$ cat src/rtl/bitmap_page_allocator_assert.svh
// ----------------------------------------------------------------------------
// Bitmap page allocator assertion macros
// Shorthand for the clocked, reset-qualified checks in the allocator.
// ----------------------------------------------------------------------------
`ifndef BITMAP_PAGE_ALLOCATOR_ASSERT_SVH
`define BITMAP_PAGE_ALLOCATOR_ASSERT_SVH

// The consequent must hold in the same cycle as the antecedent.
`define BPA_ASSERT_SAME(name, pre, post, msg) \
   name: assert property (@(posedge clock) disable iff (reset) (pre) |-> (post)) \
      else $error(msg);

// The consequent must hold in the cycle after the antecedent.
`define BPA_ASSERT_NEXT(name, pre, post, msg) \
   name: assert property (@(posedge clock) disable iff (reset) (pre) |=> (post)) \
      else $error(msg);

`endif

$ cat src/rtl/bpa_pkg.sv
// ----------------------------------------------------------------------------
// Bitmap page allocator package
// Sizes, request kinds and the scan unit result shared by the allocator.
// ----------------------------------------------------------------------------
package bpa_pkg;

   localparam int MAX_PAGES  = 4096;
   localparam int WORD_BITS  = 64;
   localparam int WORD_COUNT = (MAX_PAGES + WORD_BITS - 1) / WORD_BITS;
   localparam int WORD_IDX_W = $clog2(WORD_COUNT);
   localparam int BIT_IDX_W  = $clog2(WORD_BITS);
   localparam int PAGE_W     = 12;
   localparam int RANGE_W    = 13;
   localparam int MODE_W     = 2;
   // Word counter wide enough to hold the word count itself.
   localparam int WCNT_W     = RANGE_W - BIT_IDX_W;

   localparam logic [MODE_W-1:0] MODE_ALLOC = 2'd0;
   localparam logic [MODE_W-1:0] MODE_FREE  = 2'd1;
   localparam logic [MODE_W-1:0] MODE_MARK  = 2'd2;
   localparam logic [MODE_W-1:0] MODE_QUERY = 2'd3;

   typedef logic [WORD_BITS-1:0] word_type;

   typedef struct packed {
      logic                 found;     // a free page below the limit exists
      logic [BIT_IDX_W-1:0] free_bit;  // lowest such page within the word
      logic                 page_used; // state of the addressed page
      word_type             new_word;  // word with the update applied
   } scan_result_type;

endpackage

$ cat src/rtl/bpa_bitmap_mem.sv
// ----------------------------------------------------------------------------
// Bitmap page allocator word store
// One read and one write port over the usage bitmap, with per-word valid bits.
// ----------------------------------------------------------------------------
module bpa_bitmap_mem (
   input  logic                            clock,
   input  logic                            reset,
   input  logic                            rd_en,
   input  logic [bpa_pkg::WORD_IDX_W-1:0]  rd_addr,
   output bpa_pkg::word_type               rd_data,
   input  logic                            wr_en,
   input  logic [bpa_pkg::WORD_IDX_W-1:0]  wr_addr,
   input  bpa_pkg::word_type               wr_data
);
   import bpa_pkg::*;

   word_type              mem [WORD_COUNT];
   logic [WORD_COUNT-1:0] valid_ff;
   word_type              rd_q_ff;
   logic                  rd_valid_ff;

   // A word never written since reset reads as all pages used.
   always_ff @(posedge clock) begin
      if (reset) begin
         valid_ff <= '0;
      end else if (wr_en) begin
         valid_ff[wr_addr] <= 1'b1;
      end
   end

   always_ff @(posedge clock) begin
      if (wr_en) begin
         mem[wr_addr] <= wr_data;
      end
   end

   always_ff @(posedge clock) begin
      if (rd_en) begin
         rd_q_ff     <= mem[rd_addr];
         rd_valid_ff <= valid_ff[rd_addr];
      end
   end

   assign rd_data = rd_valid_ff ? rd_q_ff : '1;

endmodule

$ cat config.mk
export PLATFORM = sky130hd
export DESIGN_NAME = bpa_bitmap_mem
export DESIGN_NICKNAME = d
export VERILOG_FILES = /design/src/rtl/bitmap_page_allocator_assert.svh /design/src/rtl/bpa_pkg.sv /design/src/rtl/bpa_bitmap_mem.sv
export SDC_FILE = /design/constraint.sdc
export NUM_CORES = 2
export LEC_CHECK = 0
export BUFFER_PORTS_ARGS = -buffer_cell sky130_fd_sc_hd__buf_4
export CORE_MARGIN = 8
export CORE_UTILIZATION = 56
export DETAILED_ROUTE_END_ITERATION = 12
export PLACE_DENSITY_LB_ADDON = 0.05
export SKIP_LAST_GASP = 1
export SLEW_MARGIN = 20
export SYNTH_ARGS = -nofsm -noshare
export SYNTH_HDL_FRONTEND = slang
export SYNTH_SLANG_ARGS = --single-unit
$ cat constraint.sdc
create_clock -name clock -period 7 [get_ports clock]
set_input_delay 0.7 -clock clock [delete_from_list [all_inputs] [get_ports clock]]
set_output_delay 0.7 -clock clock [all_outputs]
set_load 0.05 [all_outputs]
# ---- Word level (Yosys, flattened, before mapping)
# Memory sizes are Yosys's and may differ from the RTL's. A register that Yosys moved wholly into a read port is not among the register bits.
# Cells that the tools add are included.
dict set report word_totals {
  input_bits 80
  output_inout_bits 64
  n_memories 1
  ff_bits 65
  ram_bits 4096
}
dict set report classes {
  n_reduce_logical 1
  order_cmp 3
  n_bitwise 1
  n_mux 7
}
# memory words width rd rd_clocked_by_memory_dff wr line_no
set mem_list {}
lappend mem_list {mem 64 64 1 1 1 bpa_bitmap_mem.sv:17} ;# word_type mem [WORD_COUNT];
# cell count
set op_table {}
lappend op_table {{$mux 64} 1}
lappend op_table {{$or 64x64->64} 1}
lappend op_table {{$lt 6x7->1 const B} 2}
lappend op_table {{$bmux 1 s6} 1}
lappend op_table {{$demux 1 s6} 1}
lappend op_table {{$ge 6x1->1 const B} 1}
lappend op_table {{$mux 1} 4}
lappend op_table {{$logic_and 1x1->1} 1}

# ---- Logic depth before layout (Yosys ltp)
dict set report logic_depth {
  ltp_word 5
  mapped_depth 10
}

# ---- Worst setup path before layout
# No wires, ideal clock.
dict set report synth_path {
  kind {input -> register}
  from {in wr_en}
  to {mem mem[40][0] (netlist name) (enable)}
  arrival_time_ns 5.577
  slack_ns 0.856
  n_path_buf 0
  cell_stages 3
  cell_sequence {nor2b_1 nand3_1 nor3_1}
}
dict set report synth_via {
  elab_chain_len 2
}
# element line_no
set synth_lines {}
lappend synth_lines {{from (decl)} bpa_bitmap_mem.sv:11} ;# input logic wr_en,
lappend synth_lines {{$mux 1} bpa_bitmap_mem.sv:32} ;# if (wr_en) begin
lappend synth_lines {{$mux 1 (not written as such)} bpa_bitmap_mem.sv:33} ;# mem[wr_addr] <= wr_data;
lappend synth_lines {{to (decl)} bpa_bitmap_mem.sv:17}
# No other way between the ends.

# ---- Worst setup path after layout
dict set report layout_path {
  from {reg rd_valid_ff}
  to {out rd_data[24]}
}
dict set report layout_via {
  elab_chain_len 1
}
# element line_no
set layout_lines {}
lappend layout_lines {{from (decl)} bpa_bitmap_mem.sv:20} ;# logic rd_valid_ff;
lappend layout_lines {{from (signal assigned)} bpa_bitmap_mem.sv:40} ;# rd_valid_ff <= valid_ff[rd_addr];
lappend layout_lines {{$mux 64} bpa_bitmap_mem.sv:44} ;# assign rd_data = rd_valid_ff ? rd_q_ff : '1;
lappend layout_lines {{to (decl)} bpa_bitmap_mem.sv:10} ;# output bpa_pkg::word_type rd_data,
# No other way between the ends.

==> key figures <==
Timing
  • RSZ-0062 raised after global routing: no
  • Crit path time final: 3.34 ns
  • Final period util: 0.477
  • Worst Skew: 0.0292 ns
  • Final setup vio count: 0
  • Max_slew headroom: 0.162
  • Actual slew at the worst max-slew pin: 1.23 ns
  • Setup TNS: 0 ns
  • Fmax: 0.300 GHz
  • Final Hold Viols: 0
  • Max Slew Vio Count: 0

Worst hold path
  • Worst min path class: input port to flip-flop
  • Worst hold path cell count: 2
  • Worst hold start: reset
  • WHS Endpoint: valid_ff[34]

Floorplan
  • Chip Height: 550 microns
  • Core footprint: 285000 sq um
  • Rows: 196
  • Initial Util: 0.562
  • IO Pins: 144
  • Die Area: 303000 sq um
  • Die width: 550 microns

Cells and area
  • Layout cells sized above 1: 0.270
  • Sequential cell area: 126000 sq um
  • Area growth, synth to finish: 12.6%
  • Non-Filler Instances: 11463
  • Multi-input gate area: 32200 sq um
  • Fillcell total: 19057
  • Nets: 7405
  • Most common cell after layout, fill and taps aside: edfxtp_1
  • Most frequent cells in the layout: edfxtp_1 (4161), mux4_2 (1040), clkbuf_16 (433), buf_4 (281), a22oi_1 (258)

Synthesis
  • Register area share after synthesis: 0.789
  • Synth area leaders: edfxtp_1 (78%), mux4_2 (15%), mux2i_1 (1.2%)
  • Yosys warns: 0
  • Synth area leader: edfxtp_1
  • Area share of the leading cell type in the synthesized netlist: 0.781
  • Synth async-reset ratio: 0
  • Post-synth top flop: edfxtp_1
  • Number of synthesized flops with an enable pin: 4161
  • Post-Syn Instances: 6952
  • Syn_nets: 7032
  • Mapped Area: 160000 sq um
  • Unique masters post-synth: 34
  • Avg Cell Area, Syn: 23.0 sq um
  • Post-synthesis register bit count: 4225

Route
  • Total iterations of the first detailed-routing run: 5
  • Highest Signal Layer: met5
  • # DRC: 0
  • WL met1: 175000 microns
  • DR vias/cell: 6.83
  • Met3 wire length: 41800 microns
  • DR iter-0 viols: 10189
  • Met2 WL post-DR: 216000 microns
  • Antenna-violating nets left: 0
  • Vias: 78348
  • Detailed Route WL: 445000 microns
  • Wire length per cell: 38.8 microns

Global routing
  • Vias in the first global route: 78658
  • GRT Util Overall: 0.293
  • Initial antenna violation count: 34
  • Grt ovf: 0
  • Largest net degree at the start of global routing: 117
  • First-pass GRT wire length: 619000 microns

Placed design
  • Post-Place Cells: 10660
  • I/O Buffers: 143
  • GP Congestion: 0.761
  • Post-DP HPWL: 224000 microns

Critical path
  • Crit-path slowest cell: edfxtp_1
  • Crit-path max cell delay: 0.56 ns
  • Crit end category: primary output
  • Worst r2r dst: rd_q_ff[43]
  • CP required: 6.30 ns
  • Crit path max-delay family: buffers and inverters
  • R2r setup slk: 4.66 ns
  • Cells along the critical path: buf_12, nand2b_1, buf_4
  • Startpoint Class: flip-flop
  • Worst Reg-to-Reg Cells: 5
  • Critical Path AT: 2.64 ns
  • Number of buffers and inverters on the critical path: 2
  • Setup CP Type: flip-flop to primary output
  • Reg2reg start: mem[11][43]
  • Crit-path max FO: 44
  • Crit path depth: 3

Clock network
  • Total CTS buffers: 423
  • Clk_lat worst skew: 0.94 ns
  • Reg clk slew, reported paths: 0.06 ns
  • Clock Path Buffers: 4
  • Post-cts sizing count: 0
  • Clock Tree Root: clkbuf_16
  • Clk sinks: 4225
  • H-tree levels: 5
  • Setup bufs post-CTS: 0
  • CTS tree: built
  • CTS Hold Bufs: 0

Run
  • Max-cap viol count: 0

Status
  • Status: finished, final reports clean

Power and ir drop
  • Leak pwr: 0.0563 uW
  • VDD IR max: 0.257 mV
  • Power density over the cells: 294 nW/um^2
power breakdown:
group	switching, uW	internal, uW
Clock	9440	13000
Sequential	90.5	28000
Combinational	1580	881
routing by layer:
metal,GRT usage,vias to the layer above
met2,0.473,4090
met4,0.0753,18
met3,0.0506,685
met1,0.423,43161
li1,-,30394
met5,0,-
stage by stage:
| step | hold WS (ns) | utilization | power [uW] | instance area [sq um] | setup WS, ns |
|---|---|---|---|---|---|
| after CTS | 0.210 | 0.632 | 53300 | 180000 | 2.96 |
| after detailed placement | 0.453 | 0.584 | 31100 | 166000 | 2.86 |
| after global placement | 0.443 | 0.584 | 31100 | 166000 | 2.86 |
| after floorplan | 0.435 | - | 30000 | 160000 | 0.856 |
| final | 0.272 | 0.633 | 53000 | 180000 | 3.66 |
| after global routing | 0.275 | 0.633 | 54300 | 180000 | 3.65 |
kinds of logic (layout without fill, tap and decap cells):
kind of cell / after synthesis / count (layout) / synth area share
flip-flops: 4225 / 4225 / 0.789
AND/OR/NAND/NOR: 630 / 630 / 0.0181
other: 0 / 20 / 0
AO/OA/AOI/OAI: 454 / 454 / 0.0209
buffers and inverters: 407 / 1136 / 0.0131
multiplexers: 1236 / 1236 / 0.159
final cells by class:
cell class | instances | area share
multi-input cells | 2320 | 0.179
diodes | 20 | 0.000278
clock buffers | 534 | 0.0626
well taps | 3762 | 0.0261
inverters | 19 | 0.000396
repair buffers | 336 | 0.0179
clock inverters | 247 | 0.0132
flip-flops and latches | 4225 | 0.701
registers in the layout, indices dropped and copies added (netlist names):
name and count:
rd_valid_ff 1, valid_ff 64, mem 4096, rd_q_ff 64
worst reg2reg max path: stages (launching register included):
cell and delay, ns:
edfxtp_1 0.33, mux4_2 0.23, mux2i_1 0.07, a2111oi_0 1.10, o22ai_1 0.25, a31oi_1 0.21
worst max-delay path by stage:
stage,start,end,slack (ns)
finish,rd_valid_ff,rd_data[24],3.66
global placement,rd_addr[0],rd_q_ff[62],2.86
floorplan,wr_en,mem[40][0],0.86
global route,rd_addr[0],rd_q_ff[11],3.65
detailed placement,rd_addr[0],rd_q_ff[11],2.86
CTS,rd_valid_ff,rd_data[24],2.96
cell usage after synthesis, types with 32 or more instances:
library cell	number
edfxtp_1	4161
mux4_2	1040
a22oi_1	258
nor2_1	250
mux2i_1	196
buf_2	153
clkbuf_1	135
nand2_1	118
nand3_1	96
o22ai_1	84
buf_4	71
nand2b_1	70
dfxtp_1	64
a31oi_1	39
nor2b_1	32
(Power assumes the default switching activity.)
