[src/rtl/bitmap_page_allocator_assert.svh]
// ----------------------------------------------------------------------------
// Bitmap page allocator assertion macros
// Shorthand for the clocked, reset-qualified checks in the allocator.
// ----------------------------------------------------------------------------
`ifndef BITMAP_PAGE_ALLOCATOR_ASSERT_SVH
`define BITMAP_PAGE_ALLOCATOR_ASSERT_SVH

// The consequent must hold in the same cycle as the antecedent.
`define BPA_ASSERT_SAME(name, pre, post, msg) \
   name: assert property (@(posedge clock) disable iff (reset) (pre) |-> (post)) \
      else $error(msg);

// The consequent must hold in the cycle after the antecedent.
`define BPA_ASSERT_NEXT(name, pre, post, msg) \
   name: assert property (@(posedge clock) disable iff (reset) (pre) |=> (post)) \
      else $error(msg);

`endif

[src/rtl/bpa_pkg.sv]
// ----------------------------------------------------------------------------
// Bitmap page allocator package
// Sizes, request kinds and the scan unit result shared by the allocator.
// ----------------------------------------------------------------------------
package bpa_pkg;

   localparam int MAX_PAGES  = 4096;
   localparam int WORD_BITS  = 64;
   localparam int WORD_COUNT = (MAX_PAGES + WORD_BITS - 1) / WORD_BITS;
   localparam int WORD_IDX_W = $clog2(WORD_COUNT);
   localparam int BIT_IDX_W  = $clog2(WORD_BITS);
   localparam int PAGE_W     = 12;
   localparam int RANGE_W    = 13;
   localparam int MODE_W     = 2;
   // Word counter wide enough to hold the word count itself.
   localparam int WCNT_W     = RANGE_W - BIT_IDX_W;

   localparam logic [MODE_W-1:0] MODE_ALLOC = 2'd0;
   localparam logic [MODE_W-1:0] MODE_FREE  = 2'd1;
   localparam logic [MODE_W-1:0] MODE_MARK  = 2'd2;
   localparam logic [MODE_W-1:0] MODE_QUERY = 2'd3;

   typedef logic [WORD_BITS-1:0] word_type;

   typedef struct packed {
      logic                 found;     // a free page below the limit exists
      logic [BIT_IDX_W-1:0] free_bit;  // lowest such page within the word
      logic                 page_used; // state of the addressed page
      word_type             new_word;  // word with the update applied
   } scan_result_type;

endpackage

[src/rtl/bpa_word_scan.sv]
// ----------------------------------------------------------------------------
// Bitmap page allocator word scan unit
// Finds the lowest free page of one word below the limit and builds updates.
// ----------------------------------------------------------------------------
module bpa_word_scan (
   input  bpa_pkg::word_type                 word_data,
   input  logic [bpa_pkg::WORD_IDX_W-1:0]    word_idx,
   input  logic [bpa_pkg::RANGE_W-1:0]       limit,
   input  logic [bpa_pkg::MODE_W-1:0]        mode,
   input  logic [bpa_pkg::BIT_IDX_W-1:0]     page_bit,
   output bpa_pkg::scan_result_type          result
);
   import bpa_pkg::*;

   logic [WCNT_W-1:0]    lim_word;
   logic [BIT_IDX_W-1:0] lim_bit;
   word_type             in_limit;
   word_type             avail;
   logic [BIT_IDX_W-1:0] pos;
   logic [BIT_IDX_W-1:0] sel_bit;
   word_type             sel_mask;

   assign lim_word = limit[RANGE_W-1:BIT_IDX_W];
   assign lim_bit  = limit[BIT_IDX_W-1:0];

   // Pages of this word that lie below the search limit.
   always_comb begin
      for (int b = 0; b < WORD_BITS; b++) begin
         if ({1'b0, word_idx} < lim_word) begin
            in_limit[b] = 1'b1;
         end else if ({1'b0, word_idx} == lim_word) begin
            in_limit[b] = BIT_IDX_W'(b) < lim_bit;
         end else begin
            in_limit[b] = 1'b0;
         end
      end
   end

   assign avail = ~word_data & in_limit;

   // Priority encoder: the lowest available bit wins.
   always_comb begin
      pos = '0;
      for (int b = WORD_BITS - 1; b >= 0; b--) begin
         if (avail[b]) begin
            pos = BIT_IDX_W'(b);
         end
      end
   end

   assign sel_bit  = (mode == MODE_ALLOC) ? pos : page_bit;
   assign sel_mask = word_type'(1) << sel_bit;

   always_comb begin
      result.found     = |avail;
      result.free_bit  = pos;
      result.page_used = word_data[page_bit];
      case (mode)
         MODE_FREE: begin
            result.new_word = word_data & ~sel_mask;
         end
         MODE_ALLOC, MODE_MARK: begin
            result.new_word = word_data | sel_mask;
         end
         default: begin
            result.new_word = word_data;
         end
      endcase
   end

endmodule

[config.mk]
export PLATFORM = sky130hd
export DESIGN_NAME = bpa_word_scan
export DESIGN_NICKNAME = d
export VERILOG_FILES = /design/src/rtl/bitmap_page_allocator_assert.svh /design/src/rtl/bpa_pkg.sv /design/src/rtl/bpa_word_scan.sv
export SDC_FILE = /design/constraint.sdc
export NUM_CORES = 1
export LEC_CHECK = 0
export BUFFER_PORTS_ARGS = -buffer_cell sky130_fd_sc_hd__buf_2
export CAP_MARGIN = 20
export CORE_ASPECT_RATIO = 0.5
export CORE_UTILIZATION = 55
export DETAILED_ROUTE_END_ITERATION = 7
export GPL_ROUTABILITY_DRIVEN = 0
export PLACE_DENSITY = 0.84
export SLEW_MARGIN = 20
export SYNTH_ARGS = -nofsm -noshare
export SYNTH_HDL_FRONTEND = slang
export SYNTH_SLANG_ARGS = --single-unit
[constraint.sdc]
create_clock -name vclk -period 5.5
set_input_delay 0.825 -clock vclk [all_inputs]
set_output_delay 0.825 -clock vclk [all_outputs]
set_load 0.01 [all_outputs]
==> results.json, run 1 <==
{
  "grt_util_all_layers_pct": 80.1,
  "synth_compound_area_share_pct": 50.3,
  "stop_stage": "global routing (5_1_grt)",
  "dp_slack_ps": -68.2,
  "die_h_um": 69.2,
  "place_area_um2": 6540,
  "synthAdderAreaFrac_pct": 1.51,
  "io_pins": 163,
  "die_x_um": 136,
  "synth_area_leader_cell": "mux4_2",
  "synth-xor-area-share_pct": 0,
  "ctsHoldBuffers": 0,
  "synth_cell_types": 89,
  "grt_max_degree": 23,
  "yosysSeqAreaShare_pct": 0,
  "yosys.area.top_type_share_pct": 9.52,
  "synth_mux_area_share_pct": 9.52,
  "worstEpCategory": "primary output",
  "synthSimpleGateAreaFrac_pct": 29.4,
  "status": "aborted with a tool error",
  "rows": 24,
  "synth_fp_nets": 805,
  "error_message": "[ERROR GRT-0232] Routing congestion too high. Check the congestion heatmap in the GUI.",
  "grt_overflow": 5,
  "dpl.hpwl_mm": 20.5,
  "syn_area_per_cell_um2": 7.02,
  "synth_cells": 708,
  "yosysWarnings": 0,
  "numPortBuffers": 163,
  "synthesis.area_um2": 4970,
  "synth_area_leaders": "mux4_2 (9.5%), o22ai_1 (4.9%), a21oi_1 (4.4%), nand2_1 (4.0%), o2bb2ai_1 (3.9%)",
  "synth_top_family_by_area": "compound AO/OA/AOI/OAI gates",
  "grt-worst-endpoint": "result[40]",
  "initial_utilization_pct": 56.8
}
-- per-stage QoR --
stage	TNS, ps	hold WS [ps]	std cells
global placement	0	2000	1045
floorplan	0	1770	708
CTS	0	2000	1047
detailed placement	-226	1990	1045
-- Yosys cell counts, types with 5 or more instances --
cell	instances
inv_1	38
or2_2	9
a22o_1	7
and3_1	8
a21oi_2	5
ha_1	6
or3_1	18
o2bb2ai_1	22
nand2b_1	7
a21oi_1	44
nor3b_1	10
clkbuf_1	27
a32o_1	9
nor4_1	8
o41ai_1	14
o311ai_0	5
buf_6	8
buf_2	18
o22ai_1	39
o21bai_1	5
a22oi_1	7
o21ai_0	24
o31a_1	6
nor3_1	16
o31ai_1	12
nand2_1	53
nor4b_1	11
nand3_1	23
o211ai_1	8
a211oi_1	18
o21ai_1	19
nor2_1	45
nand4b_1	7
a2bb2oi_1	6
and2_1	10
a211o_1	6
o21a_1	8
mux4_2	21
o2111ai_1	6
-- kinds of logic after synthesis --
| group | count (synthesis) |
|---|---|
| buffers and inverters | 98 |
| AO/OA/AOI/OAI | 328 |
| adder cells (fa/ha/maj) | 6 |
| multiplexers | 21 |
| AND/OR/NAND/NOR | 255 |
-- repair_timing --
| item | in CTS |
|---|---|
| gates cloned | 0 |
| endpoints found under the setup margin | 22 |
| buffers inserted | 2 |
| pin swaps | 2 |
| gates resized for setup | 4 |
-- per-layer routing --
| layer | GRT overflow | track usage [%] |
|---|---|---|
| met2 | 4 | 88.8 |
| met3 | 0 | 74.7 |
| met4 | 0 | 67.3 |
| met5 | 0 | 63.9 |
| met1 | 1 | 82.5 |
==> run 2: changes to the inputs <==
--- a/config.mk
+++ b/config.mk
@@ -7,11 +7,10 @@
 export LEC_CHECK = 0
 export BUFFER_PORTS_ARGS = -buffer_cell sky130_fd_sc_hd__buf_2
 export CAP_MARGIN = 20
-export CORE_ASPECT_RATIO = 0.5
-export CORE_UTILIZATION = 55
+export CORE_UTILIZATION = 40
 export DETAILED_ROUTE_END_ITERATION = 7
 export GPL_ROUTABILITY_DRIVEN = 0
-export PLACE_DENSITY = 0.84
+export PLACE_DENSITY_LB_ADDON = 0.15
 export SLEW_MARGIN = 20
 export SYNTH_ARGS = -nofsm -noshare
 export SYNTH_HDL_FRONTEND = slang
==> results.json, run 2 <==
{
  "power.density_nw_per_um2": 96.7,
  "drtIter0Drc": 1240,
  "syn_area_per_cell_um2": 7.02,
  "place_area_um2": 6680,
  "hold_path.class": "input pin to output pin",
  "drc_errors": 0,
  "synth_area_leader_cell": "mux4_2",
  "grt_util_all_layers_pct": 40.4,
  "max_cap_violations": 0,
  "synth_commonest_cells": "nand2_1 (53), nor2_1 (45), a21oi_1 (44)",
  "end_kind": "output pin",
  "synth_area_leaders": "mux4_2 (9.5%), o22ai_1 (4.9%), a21oi_1 (4.4%), nand2_1 (4.0%), o2bb2ai_1 (3.9%)",
  "area_delta_synth_final_pct": 49.7,
  "initial_utilization_pct": 41.2,
  "die_x_um": 113,
  "rows": 40,
  "avgRoutedWirePerCell_um": 24.5,
  "min_to": "result[27]",
  "io_pins": 163,
  "yosysSeqAreaShare_pct": 0,
  "status": "finished clean",
  "crit_path_top_delay_cell": "a311o_1",
  "worst_hold_path.num_cells": 3,
  "antenna_found_initial": 0,
  "final_cell_mix": "buf_2 (160), buf_4 (133), nand2_1 (48), nor2_1 (45), a21oi_1 (42)",
  "period_share_pct": 98.9,
  "yosys.area.top_type_share_pct": 9.52,
  "peakVddDrop_uv": 54.6,
  "setup_viol": 0,
  "synth_fp_nets": 805,
  "period_needed_ps": 5440,
  "dpl.hpwl_mm": 21.9,
  "ff_latch_area_um2": 0,
  "maxSlewViolCount": 0,
  "cp_slowest_stage_delay_ps": 450,
  "startpoint_type": "input pin",
  "numPortBuffers": 163,
  "cp_data_arrival_time_ps": 4610,
  "core-area_um2": 12100,
  "leakage_nw": 2.95,
  "dp_slack_ps": -210,
  "grt_max_degree": 27,
  "cp_max_fo": 12,
  "drtPass1Iterations": 8,
  "final_common_cell": "buf_2",
  "drive_gt1_share_pct": 47.3,
  "grt_overflow": 0,
  "worst_slew_pin_slew_ps": 874,
  "path_cells": "buf_2, ha_4, a21oi_4, buf_6, a21oi_4, buf_6, clkbuf_16, o31a_1, o221a_4, a2bb2oi_1, or3b_4, a311o_1, a211oi_4, o21ai_4, or3_1, a32o_1, buf_2",
  "hp-start": "word_data[27]",
  "synthesis.area_um2": 4970,
  "n_sequential_cell": 0,
  "fin_area_um2": 7430,
  "clock_buffers": 0,
  "grt_pass1_wl_mm": 40.6,
  "rsz0062_at_grt": "true",
  "drt_wl_total_mm": 27.5,
  "vias": 8022,
  "finalHoldViolCount": 0,
  "vias_per_cell": 7.14,
  "clock.fmax_mhz": 184,
  "worstSetupPathType": "input pin to output pin",
  "p_total_uw": 719,
  "relSlewSlack_pct": 41.5,
  "synth_cell_types": 89,
  "synth_most_common_cell": "nand2_1",
  "die_h_um": 113,
  "yosysWarnings": 0,
  "setup_ws_ps": 60.8,
  "num_antenna_cells": 0,
  "ant_nets": 0,
  "crit_required_ps": 4680,
  "tns_ps": 0,
  "fin_nets": 1055,
  "first_global_vias": 7234,
  "synth_cells": 708,
  "die-area_um2": 12900,
  "ctsHoldBuffers": 0
}
[run 2: cell counts after synthesis]
Identical to the previous run, type by type.
[run 2: cell type report]
class / count / area (um2)
multi-input combinational: 610 / 5070
fill: 1107 / 4630
timing repair buffer: 308 / 2010
tap: 168 / 210
inverter: 38 / 143
[run 2: worst max-delay path: cells and delay by family]
kind | cells | cell delay, ps
buf+inv | 5 | 670
simple gates | 2 | 790
fa+ha+maj | 1 | 250
compound gates | 9 | 2060
[run 2: logic make-up after synthesis]
kind of cell	Yosys count	synth area share (%)
buffers and inverters	98	9.29
adder cells (fa/ha/maj)	6	1.51
AND/OR/NAND/NOR	255	29.4
multiplexers	21	9.52
AO/OA/AOI/OAI	328	50.3
[run 2: worst max path at each step]
stage	start	to	slack [ps]
3_5_place_dp	limit[10]	result[2]	-210
6_report	word_idx[2]	result[8]	60
4_1_cts	limit[10]	result[21]	6
3_3_place_gp	limit[10]	result[2]	-110
5_1_grt	limit[8]	result[21]	-180
2_1_floorplan	limit[8]	result[33]	360
[run 2: timing repair]
action                                  4_1_cts  5_1_grt
setup buffers                                 1       15
resized for setup                            11      105
endpoints found under the setup margin       32       64
hold endpoints to repair                      0        0
pin swaps                                     4       21
cloned                                        0        1
[run 2: stage by stage]
step | std cells | util (%) | hold WS [ps]
6_report | 1124 | 61.6 | 2000
5_1_grt | 1124 | 61.6 | 2030
4_1_cts | 1108 | 55.7 | 1990
3_5_place_dp | 1107 | 55.4 | 1990
3_3_place_gp | 1107 | 55.4 | 2000
2_1_floorplan | 708 | - | 1770
[run 2: report_power, final]
group          total (mW)  internal [mW]  switching (mW)
Sequential              0              0               0
Clock                   0              0               0
Combinational       0.719          0.301           0.418
[run 2: metal layers]
metal	vias to the layer above	wire length [um]	global-route usage, %
met3	196	3270	6.75
met1	3707	10100	50.5
met4	0	2280	24.4
li1	3402	-	-
met2	717	11900	65.4
met5	-	0	0
Note: power is estimated with default switching activity, not from simulation.
